**src/hlwr_pkg.sv**
```systemverilog
package hlwr_pkg;

    // Field and accumulator widths.
    localparam int IN_W     = 16;
    localparam int LOSS_W   = 48;
    localparam int WSUM_W   = 40;
    localparam int PROD_W   = 32;
    localparam int HINGE_W  = 17;
    localparam int MODE_W   = 2;

    // Parameter defaults.
    localparam int MAX_ELEMENTS_DEF = 65536;
    localparam int FRAC_BITS_DEF    = 8;

    // Reduction modes.
    localparam logic [MODE_W-1:0] MODE_NONE  = 2'd0;
    localparam logic [MODE_W-1:0] MODE_SUM   = 2'd1;
    localparam logic [MODE_W-1:0] MODE_MEAN  = 2'd2;
    localparam logic [MODE_W-1:0] MODE_COUNT = 2'd3;

    // Saturation limits of the loss and weight-sum accumulators and the result.
    localparam logic [LOSS_W-1:0] LOSS_MAX = {1'b0, {(LOSS_W-1){1'b1}}};
    localparam logic [LOSS_W-1:0] LOSS_MIN = {1'b1, {(LOSS_W-1){1'b0}}};
    localparam logic [WSUM_W-1:0] WSUM_MAX = {1'b0, {(WSUM_W-1){1'b1}}};
    localparam logic [WSUM_W-1:0] WSUM_MIN = {1'b1, {(WSUM_W-1){1'b0}}};

    // Commands from the controller to the datapath.
    typedef struct packed {
        logic s1_load;
        logic advance;
        logic div_load;
        logic div_step;
        logic fin_load;
    } cmd_t;

    // Status from the datapath to the controller.
    typedef struct packed {
        logic emits;
        logic needs_div;
    } sts_t;

endpackage

```
**src/hlwr_ctrl.sv**
```systemverilog
module hlwr_ctrl #(
    parameter int FRAC_BITS = hlwr_pkg::FRAC_BITS_DEF
) (
    input  logic            aclk,
    input  logic            aresetn,
    input  logic            s_valid,
    output logic            s_ready,
    output logic            m_valid,
    input  logic            m_ready,
    input  hlwr_pkg::sts_t  sts,
    output hlwr_pkg::cmd_t  cmd
);

    localparam int DVW   = hlwr_pkg::LOSS_W + FRAC_BITS;
    localparam int CNT_W = $clog2(DVW + 1);

    localparam logic [1:0] ST_RUN  = 2'd0;
    localparam logic [1:0] ST_LOAD = 2'd1;
    localparam logic [1:0] ST_DIV  = 2'd2;
    localparam logic [1:0] ST_FIN  = 2'd3;

    logic [1:0]       state_reg, state_next;
    logic [CNT_W-1:0] cnt_reg, cnt_next;
    logic             s1_valid_reg, s1_valid_next;
    logic             out_valid_reg, out_valid_next;
    logic             out_free;
    logic             advance;
    logic             accept;
    logic             fin_load;

    // The output register can take a new beat when empty or being drained.
    assign out_free = !out_valid_reg || m_ready;
    assign advance  = (state_reg == ST_RUN) && s1_valid_reg && out_free;
    assign s_ready  = (state_reg == ST_RUN) && (!s1_valid_reg || advance);
    assign accept   = s_valid && s_ready;
    assign fin_load = (state_reg == ST_FIN) && out_free;
    assign m_valid  = out_valid_reg;

    assign cmd.s1_load  = accept;
    assign cmd.advance  = advance;
    assign cmd.div_load = (state_reg == ST_LOAD);
    assign cmd.div_step = (state_reg == ST_DIV);
    assign cmd.fin_load = fin_load;

    // Next-state logic for the sequencer and the valid flags.
    always_comb begin
        state_next     = state_reg;
        cnt_next       = cnt_reg;
        s1_valid_next  = s1_valid_reg;
        out_valid_next = out_valid_reg;

        if (accept) begin
            s1_valid_next = 1'b1;
        end else if (advance) begin
            s1_valid_next = 1'b0;
        end

        if ((advance && sts.emits) || fin_load) begin
            out_valid_next = 1'b1;
        end else if (m_ready) begin
            out_valid_next = 1'b0;
        end

        case (state_reg)
            ST_RUN: begin
                if (advance && sts.needs_div) begin
                    state_next = ST_LOAD;
                end
            end
            ST_LOAD: begin
                state_next = ST_DIV;
                cnt_next   = CNT_W'(DVW);
            end
            ST_DIV: begin
                cnt_next = cnt_reg - CNT_W'(1);
                if (cnt_reg == CNT_W'(1)) begin
                    state_next = ST_FIN;
                end
            end
            ST_FIN: begin
                if (fin_load) begin
                    state_next = ST_RUN;
                end
            end
            default: begin
                state_next = ST_RUN;
            end
        endcase
    end

    always_ff @(posedge aclk) begin
        if (!aresetn) begin
            state_reg     <= ST_RUN;
            cnt_reg       <= '0;
            s1_valid_reg  <= 1'b0;
            out_valid_reg <= 1'b0;
        end else begin
            state_reg     <= state_next;
            cnt_reg       <= cnt_next;
            s1_valid_reg  <= s1_valid_next;
            out_valid_reg <= out_valid_next;
        end
    end

endmodule

```
**src/hlwr_dp.sv**
```systemverilog
module hlwr_dp #(
    parameter int MAX_ELEMENTS = hlwr_pkg::MAX_ELEMENTS_DEF,
    parameter int FRAC_BITS    = hlwr_pkg::FRAC_BITS_DEF
) (
    input  logic                               aclk,
    input  logic                               aresetn,
    input  logic                               cfg_wr_en,
    input  logic [hlwr_pkg::MODE_W-1:0]        cfg_wr_data,
    input  logic signed [hlwr_pkg::IN_W-1:0]   s_logit,
    input  logic                               s_label_bit,
    input  logic signed [hlwr_pkg::IN_W-1:0]   s_weight,
    input  logic                               s_last_element,
    output logic signed [hlwr_pkg::LOSS_W-1:0] m_result_value,
    output logic                               m_is_last,
    input  hlwr_pkg::cmd_t                     cmd,
    output hlwr_pkg::sts_t                     sts
);

    localparam int IW    = hlwr_pkg::IN_W;
    localparam int LW    = hlwr_pkg::LOSS_W;
    localparam int WW    = hlwr_pkg::WSUM_W;
    localparam int PW    = hlwr_pkg::PROD_W;
    localparam int HW    = hlwr_pkg::HINGE_W;
    localparam int DVW   = LW + FRAC_BITS;
    localparam int DSW   = WW;
    localparam int CNT_W = $clog2(MAX_ELEMENTS + 1);
    localparam logic [HW-1:0] ONE = HW'(1 << FRAC_BITS);

    logic [hlwr_pkg::MODE_W-1:0] mode_reg;

    // Input stage signals.
    logic signed [HW-1:0]   logit_x;
    logic signed [HW-1:0]   y_logit;
    logic signed [HW-1:0]   hinge;
    logic [HW-2:0]          hinge_pos;
    logic signed [PW:0]     prod;
    logic signed [PW-1:0]   loss_reg;
    logic signed [IW-1:0]   w_reg;
    logic                   last_reg;

    // Accumulators.
    logic signed [LW-1:0]   lsum_reg, lsum_next;
    logic signed [WW-1:0]   wsum_reg, wsum_next;
    logic [CNT_W-1:0]       cnt_reg, cnt_next;
    logic signed [LW:0]     lsum_ext;
    logic signed [WW:0]     wsum_ext;
    logic [LW-1:0]          lsum_sat;
    logic [WW-1:0]          wsum_sat;
    logic [CNT_W-1:0]       cnt_inc;

    // Divider.
    logic                   mean_sel;
    logic [DVW-1:0]         dvd;
    logic [DVW-1:0]         dvd_mag;
    logic [DSW-1:0]         dsr;
    logic [DVW-1:0]         quo_reg;
    logic [DSW-1:0]         rem_reg;
    logic [DSW-1:0]         dsr_reg;
    logic                   neg_reg;
    logic                   zero_reg;
    logic [DSW:0]           rem_sh;
    logic [DSW+1:0]         diff;
    logic                   take;
    logic [LW-1:0]          quo_sat;
    logic                   quo_ovf;

    // Mode register; the user must write it only while the block is idle, which the block itself does not enforce.
    always_ff @(posedge aclk) begin
        if (!aresetn) begin
            mode_reg <= hlwr_pkg::MODE_NONE;
        end else if (cfg_wr_en) begin
            mode_reg <= cfg_wr_data;
        end
    end

    // Hinge term max(0, 1 - y*logit) times the weight, computed at intake.
    assign logit_x   = HW'(s_logit);
    assign y_logit   = s_label_bit ? logit_x : -logit_x;
    assign hinge     = $signed(ONE) - y_logit;
    assign hinge_pos = hinge[HW-1] ? '0 : hinge[HW-2:0];
    assign prod      = $signed({1'b0, hinge_pos}) * s_weight;

    always_ff @(posedge aclk) begin
        if (cmd.s1_load) begin
            loss_reg <= prod[PW-1:0];
            w_reg    <= s_weight;
            last_reg <= s_last_element;
        end
    end

    // Status for the controller. Only per-element losses and the plain sum
    // leave straight from the input stage; the divided modes leave through
    // the divider.
    assign sts.emits     = (mode_reg == hlwr_pkg::MODE_NONE) ||
                           (last_reg && (mode_reg == hlwr_pkg::MODE_SUM));
    assign sts.needs_div = last_reg && ((mode_reg == hlwr_pkg::MODE_MEAN) ||
                                        (mode_reg == hlwr_pkg::MODE_COUNT));

    // Saturating accumulation of the loss, the weight and the nonzero count.
    assign lsum_ext = (LW+1)'(lsum_reg) + (LW+1)'(loss_reg);
    assign wsum_ext = (WW+1)'(wsum_reg) + (WW+1)'(w_reg);

    always_comb begin
        if (lsum_ext[LW] != lsum_ext[LW-1]) begin
            lsum_sat = lsum_ext[LW] ? hlwr_pkg::LOSS_MIN : hlwr_pkg::LOSS_MAX;
        end else begin
            lsum_sat = lsum_ext[LW-1:0];
        end
        if (wsum_ext[WW] != wsum_ext[WW-1]) begin
            wsum_sat = wsum_ext[WW] ? hlwr_pkg::WSUM_MIN : hlwr_pkg::WSUM_MAX;
        end else begin
            wsum_sat = wsum_ext[WW-1:0];
        end
        if ((w_reg != '0) && (cnt_reg < CNT_W'(MAX_ELEMENTS))) begin
            cnt_inc = cnt_reg + CNT_W'(1);
        end else begin
            cnt_inc = cnt_reg;
        end
    end

    // Accumulators clear after the last element; before a division they
    // hold the totals until the divider has taken its operands.
    always_comb begin
        lsum_next = lsum_reg;
        wsum_next = wsum_reg;
        cnt_next  = cnt_reg;
        if (cmd.advance) begin
            if (last_reg && !sts.needs_div) begin
                lsum_next = '0;
                wsum_next = '0;
                cnt_next  = '0;
            end else begin
                lsum_next = lsum_sat;
                wsum_next = wsum_sat;
                cnt_next  = cnt_inc;
            end
        end else if (cmd.div_load) begin
            lsum_next = '0;
            wsum_next = '0;
            cnt_next  = '0;
        end
    end

    always_ff @(posedge aclk) begin
        if (!aresetn) begin
            lsum_reg <= '0;
            wsum_reg <= '0;
            cnt_reg  <= '0;
        end else begin
            lsum_reg <= lsum_next;
            wsum_reg <= wsum_next;
            cnt_reg  <= cnt_next;
        end
    end

    // Divider operands as magnitudes, with the quotient sign kept apart.
    assign mean_sel = (mode_reg == hlwr_pkg::MODE_MEAN);
    assign dvd      = mean_sel ? {lsum_reg, {FRAC_BITS{1'b0}}} : DVW'(lsum_reg);
    assign dvd_mag  = lsum_reg[LW-1] ? -dvd : dvd;
    assign dsr      = mean_sel ? (wsum_reg[WW-1] ? -wsum_reg : wsum_reg)
                               : DSW'(cnt_reg);

    // One restoring step per cycle: shift in a dividend bit, try a subtract.
    assign rem_sh = {rem_reg, quo_reg[DVW-1]};
    assign diff   = {1'b0, rem_sh} - {2'b00, dsr_reg};
    assign take   = !diff[DSW+1];

    always_ff @(posedge aclk) begin
        if (cmd.div_load) begin
            quo_reg  <= dvd_mag;
            rem_reg  <= '0;
            dsr_reg  <= dsr;
            neg_reg  <= lsum_reg[LW-1] ^ (mean_sel & wsum_reg[WW-1]);
            zero_reg <= (dsr == '0);
        end else if (cmd.div_step) begin
            quo_reg <= {quo_reg[DVW-2:0], take};
            rem_reg <= take ? diff[DSW-1:0] : rem_sh[DSW-1:0];
        end
    end

    // Saturate the signed quotient to the result width.
    always_comb begin
        if (neg_reg) begin
            quo_ovf = (|quo_reg[DVW-1:LW]) || (quo_reg[LW-1] && (|quo_reg[LW-2:0]));
            quo_sat = quo_ovf ? hlwr_pkg::LOSS_MIN : -quo_reg[LW-1:0];
        end else begin
            quo_ovf = |quo_reg[DVW-1:LW-1];
            quo_sat = quo_ovf ? hlwr_pkg::LOSS_MAX : quo_reg[LW-1:0];
        end
    end

    // Output register.
    always_ff @(posedge aclk) begin
        if (cmd.advance && sts.emits) begin
            if (mode_reg == hlwr_pkg::MODE_SUM) begin
                m_result_value <= lsum_sat;
            end else begin
                m_result_value <= LW'(loss_reg);
            end
            m_is_last <= last_reg;
        end else if (cmd.fin_load) begin
            m_result_value <= zero_reg ? '0 : quo_sat;
            m_is_last      <= 1'b1;
        end
    end

endmodule

```
**src/hinge_loss_weighted_reduce_core.sv**
```systemverilog
// Weighted hinge loss with reduction. Each input beat carries one element
// (Q8.8 logit, label bit, Q8.8 weight, last flag) and the block takes one
// beat per cycle while its output is not stalled and the divider is idle. In
// mode 0 every element gives a Q16.16 weighted loss; in modes 1 to 3 only the
// last element gives a beat, the saturated weighted sum or that sum divided
// by the weight sum or by the nonzero-weight count (zero divisor gives 0,
// division truncates toward zero). A result beat passes through the input
// stage register and then the output register. The last element of an array
// in modes 2 and 3 holds intake while the radix-2 restoring divider runs: one
// state loads it, then it produces one quotient bit per cycle over a dividend
// of 48 + FRAC_BITS bits, and a final state saturates its result.
// Accumulators clear after every last element.
module hinge_loss_weighted_reduce_core #(
    parameter int MAX_ELEMENTS = hlwr_pkg::MAX_ELEMENTS_DEF,
    parameter int FRAC_BITS    = hlwr_pkg::FRAC_BITS_DEF
) (
    input  logic                               aclk,
    input  logic                               aresetn,
    input  logic                               cfg_wr_en,
    input  logic [hlwr_pkg::MODE_W-1:0]        cfg_wr_data,
    input  logic                               s_valid,
    output logic                               s_ready,
    input  logic signed [hlwr_pkg::IN_W-1:0]   s_logit,
    input  logic                               s_label_bit,
    input  logic signed [hlwr_pkg::IN_W-1:0]   s_weight,
    input  logic                               s_last_element,
    output logic                               m_valid,
    input  logic                               m_ready,
    output logic signed [hlwr_pkg::LOSS_W-1:0] m_result_value,
    output logic                               m_is_last
);

    hlwr_pkg::cmd_t cmd;
    hlwr_pkg::sts_t sts;

    // Sequencer for intake, division and the output register.
    hlwr_ctrl #(
        .FRAC_BITS (FRAC_BITS)
    ) u_ctrl (
        .aclk    (aclk),
        .aresetn (aresetn),
        .s_valid (s_valid),
        .s_ready (s_ready),
        .m_valid (m_valid),
        .m_ready (m_ready),
        .sts     (sts),
        .cmd     (cmd)
    );

    // Loss, accumulators, divider and result register.
    hlwr_dp #(
        .MAX_ELEMENTS (MAX_ELEMENTS),
        .FRAC_BITS    (FRAC_BITS)
    ) u_dp (
        .aclk           (aclk),
        .aresetn        (aresetn),
        .cfg_wr_en      (cfg_wr_en),
        .cfg_wr_data    (cfg_wr_data),
        .s_logit        (s_logit),
        .s_label_bit    (s_label_bit),
        .s_weight       (s_weight),
        .s_last_element (s_last_element),
        .m_result_value (m_result_value),
        .m_is_last      (m_is_last),
        .cmd            (cmd),
        .sts            (sts)
    );

    // No intake while the divider runs.
    assert property (@(posedge aclk) disable iff (!aresetn)
        cmd.div_step |-> !s_ready)
        else $error("input accepted during division");

    // A waiting result beat is never overwritten.
    assert property (@(posedge aclk) disable iff (!aresetn)
        (m_valid && !m_ready) |-> !(cmd.advance && sts.emits) && !cmd.fin_load)
        else $error("result beat overwritten while stalled");

    // Loading the divider is always followed by division steps.
    assert property (@(posedge aclk) disable iff (!aresetn)
        cmd.div_load |=> cmd.div_step)
        else $error("divider loaded but not stepped");

endmodule

```
**config.mk**
```make
export PLATFORM = sky130hd
export DESIGN_NAME = hinge_loss_weighted_reduce_core
export DESIGN_NICKNAME = d
export VERILOG_FILES = /design/src/hlwr_pkg.sv /design/src/hlwr_ctrl.sv /design/src/hlwr_dp.sv /design/src/hinge_loss_weighted_reduce_core.sv
export SDC_FILE = /design/constraint.sdc
export NUM_CORES = 2
export LEC_CHECK = 0
export BUFFER_PORTS_ARGS = -buffer_cell sky130_fd_sc_hd__buf_2
export CAP_MARGIN = 30
export CORE_MARGIN = 2
export CORE_UTILIZATION = 30
export CTS_BUF_LIST = sky130_fd_sc_hd__clkbuf_8
export DETAILED_ROUTE_END_ITERATION = 10
export PLACE_DENSITY_LB_ADDON = 0.12
export SETUP_SLACK_MARGIN = 0.5
export SLEW_MARGIN = 10
export SYNTH_ARGS = -nofsm -noshare
export SYNTH_HDL_FRONTEND = slang
export SYNTH_SLANG_ARGS = --single-unit
```
**constraint.sdc**
```tcl
create_clock -name aclk -period 11.77 [get_ports aclk]
set_clock_uncertainty 0.2 [all_clocks]
set_input_delay 1.177 -clock aclk [delete_from_list [all_inputs] [get_ports aclk]]
set_output_delay 1.177 -clock aclk [all_outputs]
set_load 0.02 [all_outputs]
```
; Word level (Yosys, flattened, before mapping)
; Cells that the tools add are included.
[word_totals]
output_inout_bits = 51
reg_bits = 353
input_bits = 41
[op_classes]
mux = 41
n_eq_ne = 13
n_addsub = 10
n_reduce_logical = 36
bitwise = 2
magnitude_cmp = 1
n_mul = 1
[op_table]
columns = operator, count
row1 = 48-bit two-way mux, 12
row2 = 40-bit two-way mux, 8
row3 = 56-bit two-way mux, 3
row4 = 17-bit two-way mux, 5
row5 = 56-bit negation, 1
row6 = 55-bit two-way mux, 1
row7 = 48-bit by 32-bit adder with 49-bit output, 1
row8 = 48-bit negation, 1
row9 = 47-bit OR reduction, 1
row10 = 41-bit by 40-bit subtractor with 42-bit output, 1
row11 = 40-bit by 16-bit adder with 41-bit output, 1
row12 = 40-bit zero test, 1
row13 = 40-bit negation, 1
row14 = 17-bit by 16-bit multiplier with 32-bit output, 1
row15 = 17-bit by 1-bit adder with 17-bit output (second input constant), 1
row16 = 17-bit less-than comparator (second input constant), 1
row17 = 16-bit negation with 17-bit output, 1
row18 = 10-bit by 17-bit subtractor with 17-bit output (first input constant), 1
row19 = 16-bit two-way mux, 1
row20 = 16-bit nonzero test, 1
row21 = 1-bit logical AND, 12
row22 = 6-bit one-hot mux with 2 select lines, 1
row23 = 2-bit nonzero test, 5
row24 = 9-bit OR reduction, 1
row25 = 19 further kinds, 41

; Logic depth before layout (Yosys ltp)
[logic_depth]
word_depth = 8
ltp_mapped = 37
depth_no_buf = 36

; By module
; Synthesis repeated with hierarchy kept, for this count alone.
[hier_totals]
cells_unflattened = 4076
hier_area_um2 = 34692.0
[by_module_without_submodules]
columns = mod, area_each_um2, cells_per_inst, instances
row1 = hlwr_dp, 34060.2, 4000, 1
row2 = hlwr_ctrl, 631.9, 76, 1

; Worst setup path before layout
; No wires, ideal clock.
[synth_path]
kind = input-to-reg
from = input s_logit[0] in the netlist's numbering
to = register u_dp.loss_reg[30] (data pin)
setup_slack_ns = 1.837
path_stages = 36
t_required_ns = 11.312
arrival_time_ns = 9.475
path_cell_list = inv_1 > ha_1 > nor2b_1 > and3_1 > nor2b_1 > nand2_1 > or3_1 > a21oi_1 > a21o_1 > a31oi_1 > clkbuf_1 > nor2_1 > clkbuf_1 > nand2_1 > fa_1 > inv_1 > fa_1 > inv_1 > fa_1 > inv_1 > fa_1 > fa_1 > inv_1 > fa_1 > inv_1 > ha_1 > a21o_1 > a21boi_0 > o31ai_1 > a21o_1 > a2111oi_0 > o31ai_1 > o41ai_1 > o21bai_1 > a21oi_1 > xnor2_1
[synth_between]
elab_chain_len = 5
[synth_rtl]
columns = element, line
row1 = start: declaration, hinge_loss_weighted_reduce_core.sv:23  ; input logic signed [hlwr_pkg::IN_W-1:0] s_logit,
row2 = 16-bit negation with 17-bit output, hlwr_dp.sv:78  ; assign y_logit = s_label_bit ? logit_x : -logit_x;
row3 = 17-bit two-way mux (*), hlwr_dp.sv:78
row4 = 10-bit by 17-bit subtractor with 17-bit output (*), hlwr_dp.sv:79  ; assign hinge = $signed(ONE) - y_logit;
row5 = 16-bit two-way mux (*), hlwr_dp.sv:80  ; assign hinge_pos = hinge[HW-1] ? '0 : hinge[HW-2:0];
row6 = 17-bit by 16-bit multiplier with 32-bit output (*), hlwr_dp.sv:81  ; assign prod = $signed({1'b0, hinge_pos}) * s_weight;
row7 = via u_dp.prod[30], hlwr_dp.sv:36  ; logic signed [PW:0] prod;
row8 = end signal: assignment, hlwr_dp.sv:85  ; loss_reg <= prod[PW-1:0];
row9 = end: declaration, hlwr_dp.sv:37  ; logic signed [PW-1:0] loss_reg;
; Mark *: on every way through the listed nets, which the timed path passes. The rest lies on a longest branch.
; A chain may end at the register's enable or synchronous reset.

; Worst setup path after layout
; Same ends and word-level chain as after synthesis.

==> results.toml <==
[outcome]
status = "finished, final reports clean"

[hold_path]
min_to = "u_dp.rem_reg[1]"
holdCritStartpoint = "u_dp.rem_reg[1]"
min_path_cells = 2
hold_path_class = "register to register"

[setup_path]
reg2reg_to = "u_dp.m_result_value[39]"
crit_type = "input pin to register"
cp.depth = 37
reg2reg_slack_ns = 6.04
worst-endpoint-required_ns = 12.00
cp.buffers_inverters = 9
startpoint_type = "input pin"
crit_slowest_cell = "a2111oi_0"
endpoint_kind = "register"
r2r_cells = 14
crit_family = "adder cells"
r2r-start = "u_dp.loss_reg[4]"
crit_path_max_fanout = 15
cp_slowest_stage_delay_ns = 0.60
cp.arrival_ns = 10.57

[yosys]
yosys.area.top_type = "edfxtp_1"
synth_warnings = 0
synth_common_cells = "nand2_1, nor2_1, inv_1, o21ai_0, a21oi_1"
synth_cell_types = 88
yosys.area.top_type_share_pct = 16.9
async_flop_share_pct = 0
synth_ff_type = "edfxtp_1"
ys_ff_latch = 353
synth_cells = 4181
syn_area_um2 = 34800
syn_area_per_cell_um2 = 8.33
synth_edf_count = 196
synth.area.top_cells = "edfxtp_1, fa_1, ha_1, dfxtp_1, nand2_1"
syn_nets = 4675
seq_area_frac_synth_pct = 25.9
post-synth-top-count-cell = "nand2_1"

[grt]
grt_pass1_vias = 29500
met3_usage_pct = 2.43
grt_use_met2_pct = 30.0
grtUsageTotal_pct = 19.3
grt_pass1_wl_mm = 179
antenna_found_initial = 9
grt_start_max_net_pins = 86
busiest_layer = "met2"
gr-total-overflow = 0
grtUsageMet1_pct = 28.4

[final_layout]
drive_gt1_share_pct = 8.23
final_nets = 4702
area_delta_synth_final_pct = 10.7
largest_reg_flops = 56
final_cells = 5792

[timing]
finalCriticalPeriod_ns = 10.33
max_freq_mhz = 96.8
final_hold_viol_count = 0
worst_slew_pin_slew_ns = 0.979
grt_setup_unrepaired = "no"
setup_violations = 0
relSlewSlack_pct = 34.8
finalMaxSlewViolations = 0
timing.final.crit_share_pct = 87.8
setup_tns_ns = 0

[cts]
cts-root-buf = "clkbuf_8"
tritoncts = "yes"
postCtsHoldBufs = 0
cts_made_buffers = 71
cts_max_level = 3
ctsResizeCount = 0
post_cts_buffers = 0
cts.sinks = 353
clk_pin_slew_worst_paths_ns = 0.06
insertion_delay_ns = 0.69
cts_max_path_buffers = 3

[die]
die_height_um = 345
die_w_um = 345
ios = 92
initial_core_util_pct = 30.1
row_count = 125
core-area_um2 = 116000
die-area_um2 = 119000

[job]
cap_viol_max_count = 0

[place]
dp_hpwl_mm = 87.7
dp_cells = 5659
io_buffer_count = 91
place_congestion = 0.856

[drt]
drt_first_pass_iters = 6
drtAntennaViolNets = 0
via_count = 29800
first_iter_violations = 2156
post_drt_wl_per_cell_um = 19.8
viasPerCell = 5.15
drc = 0
wirelength_mm = 114

[power]
leakagePower_nw = 16.5
ir_drop_mv = 0.168
p_per_area_nw_per_um2 = 241
worst max-delay path by stage:
stage | to | slack (ns) | start
2_1_floorplan | u_dp.loss_reg[30] | 1.84 | s_logit[0]
3_3_place_gp | u_dp.loss_reg[30] | 0.92 | s_logit[0]
3_5_place_dp | u_dp.loss_reg[30] | 0.74 | s_logit[0]
4_1_cts | u_dp.loss_reg[30] | 1.48 | s_logit[0]
5_1_grt | u_dp.loss_reg[30] | 0.80 | s_logit[0]
6_report | u_dp.loss_reg[30] | 1.44 | s_logit[0]
through the flow:
| stage | power (mW) | cell area, um2 | util (%) | hold WS (ns) | setup WS, ns |
|---|---|---|---|---|---|
| 4_1_cts | 9.38 | 38600 | 33.3 | 0.290 | 1.48 |
| 3_5_place_dp | 7.87 | 37000 | 32.0 | 0.281 | 0.739 |
| 5_1_grt | 10.2 | 38600 | 33.3 | 0.320 | 0.798 |
| 6_report | 9.29 | 38600 | 33.3 | 0.289 | 1.44 |
| 3_3_place_gp | 7.89 | 37000 | 31.9 | 0.279 | 0.924 |
| 2_1_floorplan | 6.31 | 34800 | - | 0.259 | 1.84 |
power breakdown:
| part | leakage (nW) | switching [mW] | internal [mW] |
|---|---|---|---|
| clock | 0.869 | 0.620 | 0.818 |
| sequential | 3.13 | 0.423 | 1.90 |
| combinational | 12.5 | 3.41 | 2.12 |
| total | 16.5 | 4.46 | 4.83 |
kinds of logic after synthesis:
logic type	Yosys count	synth area share, %
buffers and inverters	554	6.04
AO/OA/AOI/OAI	1043	19.0
adder cells (fa/ha/maj)	456	20.6
multiplexers	94	2.83
flip-flops	353	25.9
AND/OR/NAND/NOR	1422	19.1
XOR/XNOR	259	6.51
final cells by class:
cell class | count | area (um2)
repair buffers | 148 | 901
multi-input cells | 3274 | 23800
flip-flops and latches | 353 | 9030
clock inverters | 45 | 380
inverters | 360 | 1350
fillers | 12300 | 77200
well taps | 1524 | 1910
diodes | 2 | 5.00
clock buffers | 86 | 1180
layer usage:
layer,vias to the layer above,part of all wire (%)
li1,14700,-
met1,14300,50
met2,690,43
met3,123,4.8
met4,4,1.7
met5,-,0.024
layout by cell type (no fill, tap or decap), types with 80 or more instances in the layout:
| master | Yosys | routed |
|---|---|---|
| fa_1 | 197 | 197 |
| xor2_1 | 119 | 119 |
| a21oi_1 | 266 | 266 |
| buf_2 | 10 | 92 |
| o21ai_0 | 279 | 279 |
| edfxtp_1 | 196 | 196 |
| nor2_1 | 365 | 364 |
| nand2_1 | 503 | 502 |
| dfxtp_1 | 157 | 156 |
| a21o_1 | 80 | 80 |
| xnor2_1 | 140 | 138 |
| nor3_1 | 87 | 86 |
| clkbuf_8 | 0 | 86 |
| and2_1 | 136 | 134 |
| inv_1 | 357 | 374 |
| ha_1 | 256 | 253 |
tightest hold or removal path: cells and delay by family, from the launching register on:
kind	cells	cell delay [ns]
DFF	1	0.32
and+or+nand+nor	1	0.07
AOI/OAI and AO/OA	1	0.05
(Power assumes the default switching activity.)
